## src/design/owm_pkg.sv

```systemverilog
// Shared types and constants for the 1-Wire bus master.
`default_nettype none

package owm_pkg;

    // Command codes carried in a request
    typedef enum logic [1:0] {
        CMD_TICK  = 2'd0,
        CMD_RESET = 2'd1,
        CMD_WRITE = 2'd2,
        CMD_READ  = 2'd3
    } t_cmd;

    // Bus reset outcome codes
    typedef enum logic [1:0] {
        ST_OK          = 2'd0,
        ST_NO_PRESENCE = 2'd1,
        ST_STUCK_LOW   = 2'd2
    } t_status;

    // Operation phases, one-hot
    typedef enum logic [5:0] {
        PH_IDLE     = 6'b000001,
        PH_RST_LOW  = 6'b000010,
        PH_RST_PRES = 6'b000100,
        PH_RST_REC  = 6'b001000,
        PH_WRITE    = 6'b010000,
        PH_READ     = 6'b100000
    } t_phase;

    // Microsecond timing, in the width of the microsecond counter
    localparam int US_W = 9;
    localparam logic [US_W-1:0] PRESENCE_US  = 9'd65;
    localparam logic [US_W-1:0] RECOVER_US   = 9'd415;
    localparam logic [US_W-1:0] WR_LOW_US    = 9'd10;
    localparam logic [US_W-1:0] RD_LOW_US    = 9'd1;
    localparam logic [US_W-1:0] RD_SAMPLE_US = 9'd15;
    localparam logic [US_W-1:0] SLOT_US      = 9'd60;
    localparam logic [3:0]      BYTE_SLOTS   = 4'd8;

    // One input request
    typedef struct packed {
        logic       line_level;
        logic [7:0] write_data;
        t_cmd       command;
    } t_item;

    // One result, ordered so that the last field sits in the lowest bits
    typedef struct packed {
        logic [7:0] read_data;
        logic       rejected;
        logic [1:0] status;
        logic       done_res;
        logic       busy_res;
        logic       drive_low;
    } t_result;

endpackage

`default_nettype wire

```

## src/design/one_wire_master.sv

```systemverilog
// Top level of the 1-Wire bus master: stream ports, input and result registers.
//
//  Channel   Dir  Handshake                     Payload
//  s_axis    in   s_axis_tvalid/s_axis_tready   command, write_data, line_level
//  m_axis    out  m_axis_tvalid/m_axis_tready   drive_low .. read_data
//  cfg       in   i_cfg_we                      ticks_per_us
//
// Each request is one bus clock tick and yields one result. A request is
// registered in the input register, applied to the timing state machine and
// lands in the result register; one request can be taken every cycle while
// the result is not stalled. A stalled result holds both registers; nothing is lost.
// Reset is synchronous and active low; ticks_per_us returns to 16.
`default_nettype none

module one_wire_master #(
    parameter int RESET_LOW_US = 480
) (
    input  wire logic        i_clk,
    input  wire logic        i_rst_n,
    input  wire logic        s_axis_tvalid,
    output logic             s_axis_tready,
    // [1:0] command, [9:2] write_data, [10] line_level, [15:11] zero
    input  wire logic [15:0] s_axis_tdata,
    output logic             m_axis_tvalid,
    input  wire logic        m_axis_tready,
    // [0] drive_low, [1] busy_res, [2] done_res, [4:3] status, [5] rejected,
    // [13:6] read_data, [15:14] zero
    output logic [15:0]      m_axis_tdata,
    input  wire logic        i_cfg_we,
    input  wire logic [7:0]  i_cfg_wdata
);
    import owm_pkg::*;

    logic    r_in_valid;
    t_item   r_item;
    logic    r_out_valid;
    t_result r_result;
    t_result step_result;
    logic [7:0] r_ticks_per_us;
    logic    out_free;
    logic    advance;

    assign out_free      = !r_out_valid || m_axis_tready;
    assign advance       = r_in_valid && out_free;
    assign s_axis_tready = !r_in_valid || out_free;
    assign m_axis_tvalid = r_out_valid;
    assign m_axis_tdata  = {2'b00, r_result};

    // Configuration register
    always_ff @(posedge i_clk) begin
        if (!i_rst_n) begin
            r_ticks_per_us <= 8'd16;
        end else if (i_cfg_we) begin
            r_ticks_per_us <= i_cfg_wdata;
        end
    end

    // Input register
    always_ff @(posedge i_clk) begin
        if (!i_rst_n) begin
            r_in_valid <= 1'b0;
        end else if (s_axis_tready) begin
            r_in_valid <= s_axis_tvalid;
        end
    end

    always_ff @(posedge i_clk) begin
        if (s_axis_tready && s_axis_tvalid) begin
            r_item <= t_item'(s_axis_tdata[10:0]);
        end
    end

    owm_step #(
        .RESET_LOW_US (RESET_LOW_US)
    ) u_step (
        .i_clk          (i_clk),
        .i_rst_n        (i_rst_n),
        .i_en           (advance),
        .i_item         (r_item),
        .i_ticks_per_us (r_ticks_per_us),
        .o_result       (step_result)
    );

    // Result register
    always_ff @(posedge i_clk) begin
        if (!i_rst_n) begin
            r_out_valid <= 1'b0;
        end else if (out_free) begin
            r_out_valid <= r_in_valid;
        end
    end

    always_ff @(posedge i_clk) begin
        if (advance) begin
            r_result <= step_result;
        end
    end

endmodule

`default_nettype wire

```

## src/design/owm_step.sv

```systemverilog
// Timing state machine: applies one clock tick request to the bus master state.
`default_nettype none

module owm_step #(
    parameter int RESET_LOW_US = 480
) (
    input  wire logic             i_clk,
    input  wire logic             i_rst_n,
    input  wire logic             i_en,
    input  wire owm_pkg::t_item   i_item,
    input  wire logic [7:0]       i_ticks_per_us,
    output owm_pkg::t_result      o_result
);
    import owm_pkg::*;

    localparam logic [US_W-1:0] RstLowUs = US_W'(RESET_LOW_US);

    t_phase          r_phase,    n_phase;
    logic [US_W-1:0] r_us,       n_us;
    logic [7:0]      r_pre,      n_pre;
    logic [3:0]      r_slot,     n_slot;
    logic [7:0]      r_shift,    n_shift;
    logic            r_presence, n_presence;
    logic [1:0]      r_status,   n_status;
    logic [7:0]      r_read,     n_read;

    logic            done;
    logic            rej;
    logic            us_tick;
    logic [8:0]      pre_inc;
    logic [US_W-1:0] us_inc;
    logic [3:0]      slot_inc;
    logic            drive;

    // Next state for one tick
    always_comb begin
        n_phase    = r_phase;
        n_us       = r_us;
        n_pre      = r_pre;
        n_slot     = r_slot;
        n_shift    = r_shift;
        n_presence = r_presence;
        n_status   = r_status;
        n_read     = r_read;
        done       = 1'b0;
        rej        = 1'b0;
        pre_inc    = {1'b0, r_pre} + 9'd1;
        us_tick    = (pre_inc >= {1'b0, i_ticks_per_us});
        us_inc     = r_us + US_W'(1);
        slot_inc   = r_slot + 4'd1;

        if (r_phase == PH_IDLE) begin
            // Start a new operation
            if (i_item.command != CMD_TICK) begin
                n_us   = '0;
                n_pre  = '0;
                n_slot = '0;
                unique case (i_item.command)
                    CMD_RESET: begin
                        n_phase = PH_RST_LOW;
                    end
                    CMD_WRITE: begin
                        n_phase = PH_WRITE;
                        n_shift = i_item.write_data;
                    end
                    default: begin
                        n_phase = PH_READ;
                        n_shift = '0;
                    end
                endcase
            end
        end else begin
            rej = (i_item.command != CMD_TICK);
            // Prescaler: one microsecond every ticks_per_us ticks, a setting of zero acting as one
            if (us_tick) begin
                n_pre = '0;
                n_us  = us_inc;
            end else begin
                n_pre = pre_inc[7:0];
            end
            if (us_tick) begin
                unique case (r_phase)
                    PH_RST_LOW: begin
                        if (us_inc >= RstLowUs) begin
                            n_phase = PH_RST_PRES;
                            n_us    = '0;
                        end
                    end
                    PH_RST_PRES: begin
                        if (us_inc >= PRESENCE_US) begin
                            n_presence = i_item.line_level;
                            n_phase    = PH_RST_REC;
                            n_us       = '0;
                        end
                    end
                    PH_RST_REC: begin
                        if (us_inc >= RECOVER_US) begin
                            if (!i_item.line_level) begin
                                n_status = ST_STUCK_LOW;
                            end else if (r_presence) begin
                                n_status = ST_NO_PRESENCE;
                            end else begin
                                n_status = ST_OK;
                            end
                            n_phase = PH_IDLE;
                            n_us    = '0;
                            done    = 1'b1;
                        end
                    end
                    PH_WRITE: begin
                        if (us_inc >= SLOT_US) begin
                            n_shift = {1'b0, r_shift[7:1]};
                            n_slot  = slot_inc;
                            n_us    = '0;
                            if (slot_inc >= BYTE_SLOTS) begin
                                n_phase = PH_IDLE;
                                done    = 1'b1;
                            end
                        end
                    end
                    PH_READ: begin
                        if (us_inc == RD_SAMPLE_US) begin
                            n_shift = {i_item.line_level, r_shift[7:1]};
                        end
                        if (us_inc >= SLOT_US) begin
                            n_slot = slot_inc;
                            n_us   = '0;
                            if (slot_inc >= BYTE_SLOTS) begin
                                n_read  = n_shift;
                                n_phase = PH_IDLE;
                                done    = 1'b1;
                            end
                        end
                    end
                    default: begin
                        n_phase = PH_IDLE;
                    end
                endcase
            end
        end
    end

    // Bus drive from the state after the tick
    always_comb begin
        case (n_phase)
            PH_RST_LOW: drive = 1'b1;
            PH_WRITE:   drive = (n_us < WR_LOW_US) || !n_shift[0];
            PH_READ:    drive = (n_us < RD_LOW_US);
            default:    drive = 1'b0;
        endcase
    end

    assign o_result.drive_low = drive;
    assign o_result.busy_res  = (n_phase != PH_IDLE);
    assign o_result.done_res  = done;
    assign o_result.status    = n_status;
    assign o_result.rejected  = rej;
    assign o_result.read_data = n_read;

    // State registers, updated once per request
    always_ff @(posedge i_clk) begin
        if (!i_rst_n) begin
            r_phase    <= PH_IDLE;
            r_us       <= '0;
            r_pre      <= '0;
            r_slot     <= '0;
            r_shift    <= '0;
            r_presence <= 1'b0;
            r_status   <= ST_OK;
            r_read     <= '0;
        end else if (i_en) begin
            r_phase    <= n_phase;
            r_us       <= n_us;
            r_pre      <= n_pre;
            r_slot     <= n_slot;
            r_shift    <= n_shift;
            r_presence <= n_presence;
            r_status   <= n_status;
            r_read     <= n_read;
        end
    end

endmodule

`default_nettype wire

```

## config.mk

```make
export PLATFORM = sky130hd
export DESIGN_NAME = one_wire_master
export DESIGN_NICKNAME = d
export VERILOG_FILES = /design/src/design/owm_pkg.sv /design/src/design/one_wire_master.sv /design/src/design/owm_step.sv
export SDC_FILE = /design/constraint.sdc
export NUM_CORES = 1
export LEC_CHECK = 0
export BUFFER_PORTS_ARGS = -buffer_cell sky130_fd_sc_hd__buf_2
export CAP_MARGIN = 0
export CORE_MARGIN = 2
export CORE_UTILIZATION = 60
export CTS_CLUSTER_DIAMETER = 100
export DETAILED_ROUTE_END_ITERATION = 12
export PLACE_DENSITY = 0.82
export SYNTH_ARGS = -nofsm -noshare
export SYNTH_HDL_FRONTEND = slang
export SYNTH_SLANG_ARGS = --single-unit
```

## constraint.sdc

```tcl
create_clock -name i_clk -period 9.7 [get_ports i_clk]
set_input_delay 0.97 -clock i_clk [delete_from_list [all_inputs] [get_ports i_clk]]
set_output_delay 0.97 -clock i_clk [all_outputs]
set_load 0.005 [all_outputs]
```

==> flow_summary.ini, run 1 <==
[layout]
antenna_diodes = 0
flow.area_growth_from_synthesis_pct = 8.62
non_filler_cells_final = 700
nets = 635
final_layout_size_suffix_gt1_share_pct = 14.6

[worst_setup_path]
stage_delay_of_the_slowest_cell_on_the_critical_path_ps = 770
startpoint_type = flip-flop
critical_path.max_fanout = 19
critical_path_class = flip-flop to flip-flop
setup.worst_path.end_class = flip-flop
required_arrival_time_at_the_worst_endpoint_ps = 9800
worst_r2r_startpoint = u_step.r_pre[0]
timing.critical_path.arrival_ps = 4300
timing.rr.end = m_axis_tdata[0]
worst-r2r-setup-slack_ps = 5500
critPathSlowestCell = sky130_fd_sc_hd__a211oi_4
path_cells = ha_1 > nand3_1 > nor2_1 > xor2_1 > ha_1 > a21oi_1 > o221ai_1 > a211oi_4 > nor2_1 > a221oi_1 > nor4_1 > a32oi_1 > o22ai_1
worst-r2r-cell-count = 13

[global_routing]
antenna_violations_before_repair = 0
globalRouteOverflowTotal = 0
first_pass_grt_wire_length_um = 20700
global_route.usage.total_pct = 29.2
via_count_of_the_first_global_routing_pass = 4293
grt_start_max_net_pins = 49

[clocking]
cts_root_buf = sky130_fd_sc_hd__clkbuf_8
postCtsHoldBufs = 0
worst_setup_hold_path_clk_slew_ps = 90
cts_htree_levels = 3
clkLatencyLatePin_ps = 360
tritoncts = done
clockBufferDepth = 2
inserted_clock_buffers = 9
cts_setup_buffers = 0
clock_sinks = 81
number_of_gates_resized_after_cts = 0

[logic_synthesis]
simple_gate_share_of_the_synthesized_area_pct = 22.5
synth_seq_cells = 81
synthesis.instances = 573
ys_async_sr_fraction_pct = 0
yosysTopAreaCellShare_pct = 22.7
synthXorXnorAreaFrac_pct = 2.48
synth_adder_area_share_pct = 4.05
ys_dominant_reg_cell = sky130_fd_sc_hd__dfxtp_1
netlist_area_pre_place_um2 = 4950
yosysSeqAreaShare_pct = 37.8
synth_top_family_by_area = compound AO/OA/AOI/OAI gates
ys_top_cells_by_area = sky130_fd_sc_hd__dfxtp_1, sky130_fd_sc_hd__edfxtp_1, sky130_fd_sc_hd__nor2_1
syn_area_per_cell_um2 = 8.64
synth_enable_flop_cells = 25
post_synth_num_cell_types = 81
synth-compound-area-share_pct = 23.4
synth.largest_area_cell = sky130_fd_sc_hd__dfxtp_1
yosys_warnings = 0
yosys-mux-area-fraction_pct = 4.10

[routing]
post_drt_wl_per_cell_um = 17.5
drt_wl_total_um = 12200
vias_after_detailed_routing = 4539
detail_route.vias_per_cell = 6.48
drt_first_iter_violations = 406
route.detailed.drc = 0
drtPass1Iterations = 5
antenna_left = 0

[sta]
period_minus_slack_ps = 4200
worst_clock_skew_ps = 19.8
relSlewSlack_pct = 31.3
maxClockFrequency_ghz = 0.238
setup_slack_ps = 5500
sum_of_negative_setup_slack_ps = 0
timing_worst_slew_pin_value_ps = 1030
finalHoldWorstSlack_ps = 460
setup_repair_after_global_routing_missed_its_margin = false
final_hold_viol_count = 0
final_min_period_over_clock_period_pct = 43.3
finalSetupViolCount = 0
final_max_slew_viol_count = 0

[status]
run_status = complete, no violations

[floorplan]
num_rows = 33
floorplan.die_area_um2 = 8990
ioPinCount = 47
dieWidth_um = 94.8
chipHeight_um = 94.8
placeableCoreArea_um2 = 8090
floorplan.initialDensity_pct = 61.1

[run]
total_of_max_cap_violations = 0

[place]
place.port_buffers = 39
gp_congestion = 0.920
place.detailed.instances = 684
placed_wire_length_estimate_um = 8500
detailedPlace.worstSlack_ps = 5540

[min_path]
hold_start = u_step.r_status[1]
hp-class = flip-flop to flip-flop
timing.hold.worst_endpoint = u_step.r_status[1]
worstHoldPathCells = 2

[power]
irDropWorstVdd_uv = 136
totalPowerFinal_uw = 779
power.density_cell_area_nw_per_um2 = 145
p_leak_nw = 2.01
-- cell type report --
| cell class | count | area (µm²) |
|---|---|---|
| Clock buffer | 9 | 124 |
| Clock inverter | 7 | 130 |
| Fill cell | 684 | 2720 |
| Inverter | 26 | 97.6 |
| Multi-Input combinational cell | 430 | 2800 |
| Sequential cell | 81 | 1870 |
| Tap cell | 105 | 131 |
| Timing Repair Buffer | 42 | 218 |
-- metal layers --
metal  share of wire [%]  up-vias  GRT usage, %  wire length [µm]
met4                 2.6        0          10.9               314
met5                   0        -             0                 0
met1                  42     2137          38.4              5150
li1                    -     2154             -                 -
met3                 8.0       30          5.51               976
met2                  47      218          47.8              5780
-- kinds of logic after synthesis --
logic type / count (synthesis)
flops: 81
other cells: 1
buf+inv: 63
compound gates: 155
fa+ha+maj: 16
xor+xnor: 14
simple gates: 223
mux: 20
-- Yosys cell counts (6+ instances only) --
master and n:
sky130_fd_sc_hd__a211oi_1 10, sky130_fd_sc_hd__a21oi_1 42, sky130_fd_sc_hd__a22o_1 6, sky130_fd_sc_hd__a22oi_1 10, sky130_fd_sc_hd__a31oi_1 12, sky130_fd_sc_hd__buf_2 15
sky130_fd_sc_hd__clkbuf_1 14, sky130_fd_sc_hd__dfxtp_1 56, sky130_fd_sc_hd__edfxtp_1 25, sky130_fd_sc_hd__ha_1 16, sky130_fd_sc_hd__inv_1 23, sky130_fd_sc_hd__mux2i_1 18
sky130_fd_sc_hd__nand2_1 51, sky130_fd_sc_hd__nand2b_1 6, sky130_fd_sc_hd__nand3_1 17, sky130_fd_sc_hd__nand4_1 11, sky130_fd_sc_hd__nor2_1 79, sky130_fd_sc_hd__nor3_1 15
sky130_fd_sc_hd__o211ai_1 7, sky130_fd_sc_hd__o21ai_0 12, sky130_fd_sc_hd__o21ai_1 8, sky130_fd_sc_hd__o22ai_1 6, sky130_fd_sc_hd__xnor2_1 9
-- power breakdown --
| group | switching, mW | internal [mW] |
|---|---|---|
| clock network | 0.136 | 0.176 |
| registers | 0.00991 | 0.362 |
| logic | 0.0617 | 0.0336 |
| total | 0.207 | 0.572 |
-- how the worst max path moves through the flow --
stage	startpoint	endpoint	slack, ps	depth (start not counted)
floorplan	u_step.r_pre[0]	m_axis_tdata[0]	6520	13
global placement	u_step.r_pre[0]	m_axis_tdata[0]	5690	13
detailed placement	u_step.r_pre[0]	m_axis_tdata[0]	5540	13
CTS	u_step.r_pre[0]	m_axis_tdata[0]	5520	13
global route	u_step.r_pre[0]	m_axis_tdata[0]	5130	13
finish	u_step.r_pre[0]	m_axis_tdata[0]	5500	13
-- layout by cell type, fill, tap and decap left out, types with 5 or more instances in the layout --
cell type / synthesis / final
sky130_fd_sc_hd__nor3_1: 15 / 15
sky130_fd_sc_hd__nor4_1: 5 / 5
sky130_fd_sc_hd__a22o_1: 6 / 6
sky130_fd_sc_hd__o211ai_1: 7 / 7
sky130_fd_sc_hd__mux2i_1: 18 / 18
sky130_fd_sc_hd__nand2_1: 51 / 51
sky130_fd_sc_hd__a31oi_1: 12 / 12
sky130_fd_sc_hd__a21oi_1: 42 / 42
sky130_fd_sc_hd__edfxtp_1: 25 / 25
sky130_fd_sc_hd__a211oi_1: 10 / 10
sky130_fd_sc_hd__clkbuf_8: 0 / 9
sky130_fd_sc_hd__o21ai_0: 12 / 12
sky130_fd_sc_hd__o22ai_1: 6 / 6
sky130_fd_sc_hd__a22oi_1: 10 / 10
sky130_fd_sc_hd__xnor2_1: 9 / 9
sky130_fd_sc_hd__nand2b_1: 6 / 6
sky130_fd_sc_hd__and3_1: 5 / 5
sky130_fd_sc_hd__ha_1: 16 / 16
sky130_fd_sc_hd__buf_2: 15 / 39
sky130_fd_sc_hd__o21ai_1: 8 / 8
sky130_fd_sc_hd__inv_1: 23 / 23
sky130_fd_sc_hd__xor2_1: 5 / 5
sky130_fd_sc_hd__nand3_1: 17 / 17
sky130_fd_sc_hd__nand4_1: 11 / 11
sky130_fd_sc_hd__dfxtp_1: 56 / 56
sky130_fd_sc_hd__nor2_1: 79 / 79
-- worst max-delay path, delay by kind of cell (launching register included) --
| family | cells | cell delay (ps) |
|---|---|---|
| compound gates | 6 | 2080 |
| simple gates | 4 | 750 |
| xor+xnor | 1 | 180 |
| fa+ha+maj | 2 | 510 |
| flops | 1 | 410 |
-- flip-flops by register name (all words and copies together), names as in the netlist --
signal / count
u_step.r_presence: 1
u_step.r_read: 8
u_step.r_us: 9
u_step.r_slot: 4
u_step.r_phase: 6
u_step.r_status: 2
r_ticks_per_us: 8
r_item: 11
m_axis_tvalid: 1
u_step.r_pre: 8
u_step.r_shift: 8
r_in_valid: 1
m_axis_tdata: 14
-- metrics by stage --
stage	util (%)	instance area (µm²)
3_5_place_dp	63.3	5120
4_1_cts	66.4	5380
2_1_floorplan	-	4950
3_3_place_gp	63.3	5120
6_report	66.4	5380
5_1_grt	66.4	5380
No activity file was read; power rests on OpenSTA's default activity.
==> run 2, diff against run 1 <==
==> constraint.sdc (replaced) <==
create_clock -name i_clk -period 3.9 [get_ports i_clk]
set_input_delay 0.39 -clock i_clk [delete_from_list [all_inputs] [get_ports i_clk]]
set_output_delay 0.39 -clock i_clk [all_outputs]
set_load 0.005 [all_outputs]
==> flow_summary.ini, run 2 (synthesis gave the netlist of run 1 again) <==
[run]
total_of_max_cap_violations = 0

[worst_setup_path]
critical_path.max_fanout = 8
setup.worst_path.end_class = flip-flop
worst-r2r-cell-count = 15
critical_path_class = flip-flop to flip-flop
startpoint_type = flip-flop
worst_r2r_startpoint = u_step.r_pre[0]
worst-r2r-setup-slack_ps = 290
timing.critical_path.arrival_ps = 3710
required_arrival_time_at_the_worst_endpoint_ps = 4000
timing.rr.end = m_axis_tdata[0]

[global_routing]
globalRouteOverflowTotal = 0
via_count_of_the_first_global_routing_pass = 4206
grt_start_max_net_pins = 49
global_route.usage.total_pct = 28.8
first_pass_grt_wire_length_um = 20400
antenna_violations_before_repair = 0

[floorplan]
floorplan.die_area_um2 = 8990
floorplan.initialDensity_pct = 61.1
num_rows = 33
placeableCoreArea_um2 = 8090
chipHeight_um = 94.8
dieWidth_um = 94.8
ioPinCount = 47

[place]
placed_wire_length_estimate_um = 8660
place.detailed.instances = 695
gp_congestion = 0.995
place.port_buffers = 39
detailedPlace.worstSlack_ps = 232
area_of_placed_instances_um2 = 5200

[clocking]
tritoncts = done
cts_htree_levels = 3
worst_setup_hold_path_clk_slew_ps = 100
clock_sinks = 81
clkLatencyLatePin_ps = 350
cts_root_buf = sky130_fd_sc_hd__clkbuf_8
inserted_clock_buffers = 9
clockBufferDepth = 2

[layout]
largest_register_ffs = 14
antenna_diodes = 0
non_filler_cells_final = 712
nets = 647
flow.area_growth_from_synthesis_pct = 9.53
finished_layout_cell_area_um2 = 5420
final_cell_mix = sky130_fd_sc_hd__nor2_1, sky130_fd_sc_hd__dfxtp_1, sky130_fd_sc_hd__nand2_1
most_common_library_cell_in_the_layout_ignoring_fill_and_taps = sky130_fd_sc_hd__nor2_1
final_layout_size_suffix_gt1_share_pct = 17.0

[sta]
period_minus_slack_ps = 3610
final_max_slew_viol_count = 0
final_hold_viol_count = 0
relSlewSlack_pct = 62.5
sum_of_negative_setup_slack_ps = 0
final_min_period_over_clock_period_pct = 92.7
finalSetupViolCount = 0
maxClockFrequency_ghz = 0.277
finalHoldWorstSlack_ps = 202
timing_worst_slew_pin_value_ps = 560
worst_clock_skew_ps = 17.4
setup_slack_ps = 286
setup_repair_after_global_routing_missed_its_margin = false

[min_path]
hp-class = input port to flip-flop
hold_start = s_axis_tdata[9]
timing.hold.worst_endpoint = r_item[9]
worstHoldPathCells = 1

[routing]
route.detailed.drc = 0
antenna_left = 0
drt_wl_total_um = 12200
drtPass1Iterations = 5
detail_route.vias_per_cell = 6.36
drt_first_iter_violations = 307
vias_after_detailed_routing = 4530
post_drt_wl_per_cell_um = 17.1

[power]
p_leak_nw = 2.04
irDropWorstVdd_uv = 294
power.density_cell_area_nw_per_um2 = 322

[status]
run_status = complete, no violations
## run 2: repair_timing
action | CTS | global route
gates resized for setup | 0 | 4
hold buffers | 0 | 0
setup endpoints to repair | 0 | 9
buffers inserted | 0 | 1
## run 2: routing by layer
metal  up-vias  routed length [µm]  global-route usage (%)
met1      2128                5300                    38.6
met4         0                 354                    10.9
met5         -                   0                       0
met3        40                 735                    3.67
met2       192                5780                    47.5
li1       2170                   -                       -
## run 2: per-stage QoR
stage / total power, mW / utilization (%)
final: 1.75 / 67.0
after CTS: 1.75 / 66.5
after global routing: 1.82 / 67.0
after floorplan: 1.11 / -
after detailed placement: 1.18 / 64.3
after global placement: 1.18 / 64.3
## run 2: layout make-up
cell class	count	area, µm²
clock buffers	9	124
flip-flops and latches	81	1870
repair buffers	54	320
inverters	26	97.6
multi-input cells	430	2820
well taps	105	131
fillers	703	2670
clock inverters	7	57.6
## run 2: worst max path at each step
stage	from	cells after the start	end
after floorplan	u_step.r_pre[0]	13	m_axis_tdata[0]
after global placement	u_step.r_pre[0]	13	m_axis_tdata[0]
after detailed placement	u_step.r_pre[0]	14	m_axis_tdata[0]
after CTS	u_step.r_pre[0]	14	m_axis_tdata[0]
after global routing	u_step.r_pre[0]	15	m_axis_tdata[0]
final	u_step.r_pre[0]	15	m_axis_tdata[0]
## run 2: worst max-delay path: stages (launching register included)
cell and delay, ps:
sky130_fd_sc_hd__dfxtp_1 420, sky130_fd_sc_hd__ha_1 280, sky130_fd_sc_hd__nand3_2 170, sky130_fd_sc_hd__nor2_2 180, sky130_fd_sc_hd__xor2_1 180, sky130_fd_sc_hd__ha_1 260, sky130_fd_sc_hd__a21oi_1 160, sky130_fd_sc_hd__o221ai_1 220
sky130_fd_sc_hd__a211o_2 420, sky130_fd_sc_hd__buf_4 190, sky130_fd_sc_hd__mux2i_1 130, sky130_fd_sc_hd__o311ai_0 140, sky130_fd_sc_hd__a31oi_1 230, sky130_fd_sc_hd__nor2_1 70, sky130_fd_sc_hd__a32oi_1 190, sky130_fd_sc_hd__o22ai_1 110
## run 2: power breakdown
part	leakage [nW]	internal [mW]	switching, mW
Sequential	0.688	0.900	0.0233
Clock	0.0886	0.241	0.332
Combinational	1.26	0.0943	0.155
Total	2.04	1.24	0.511
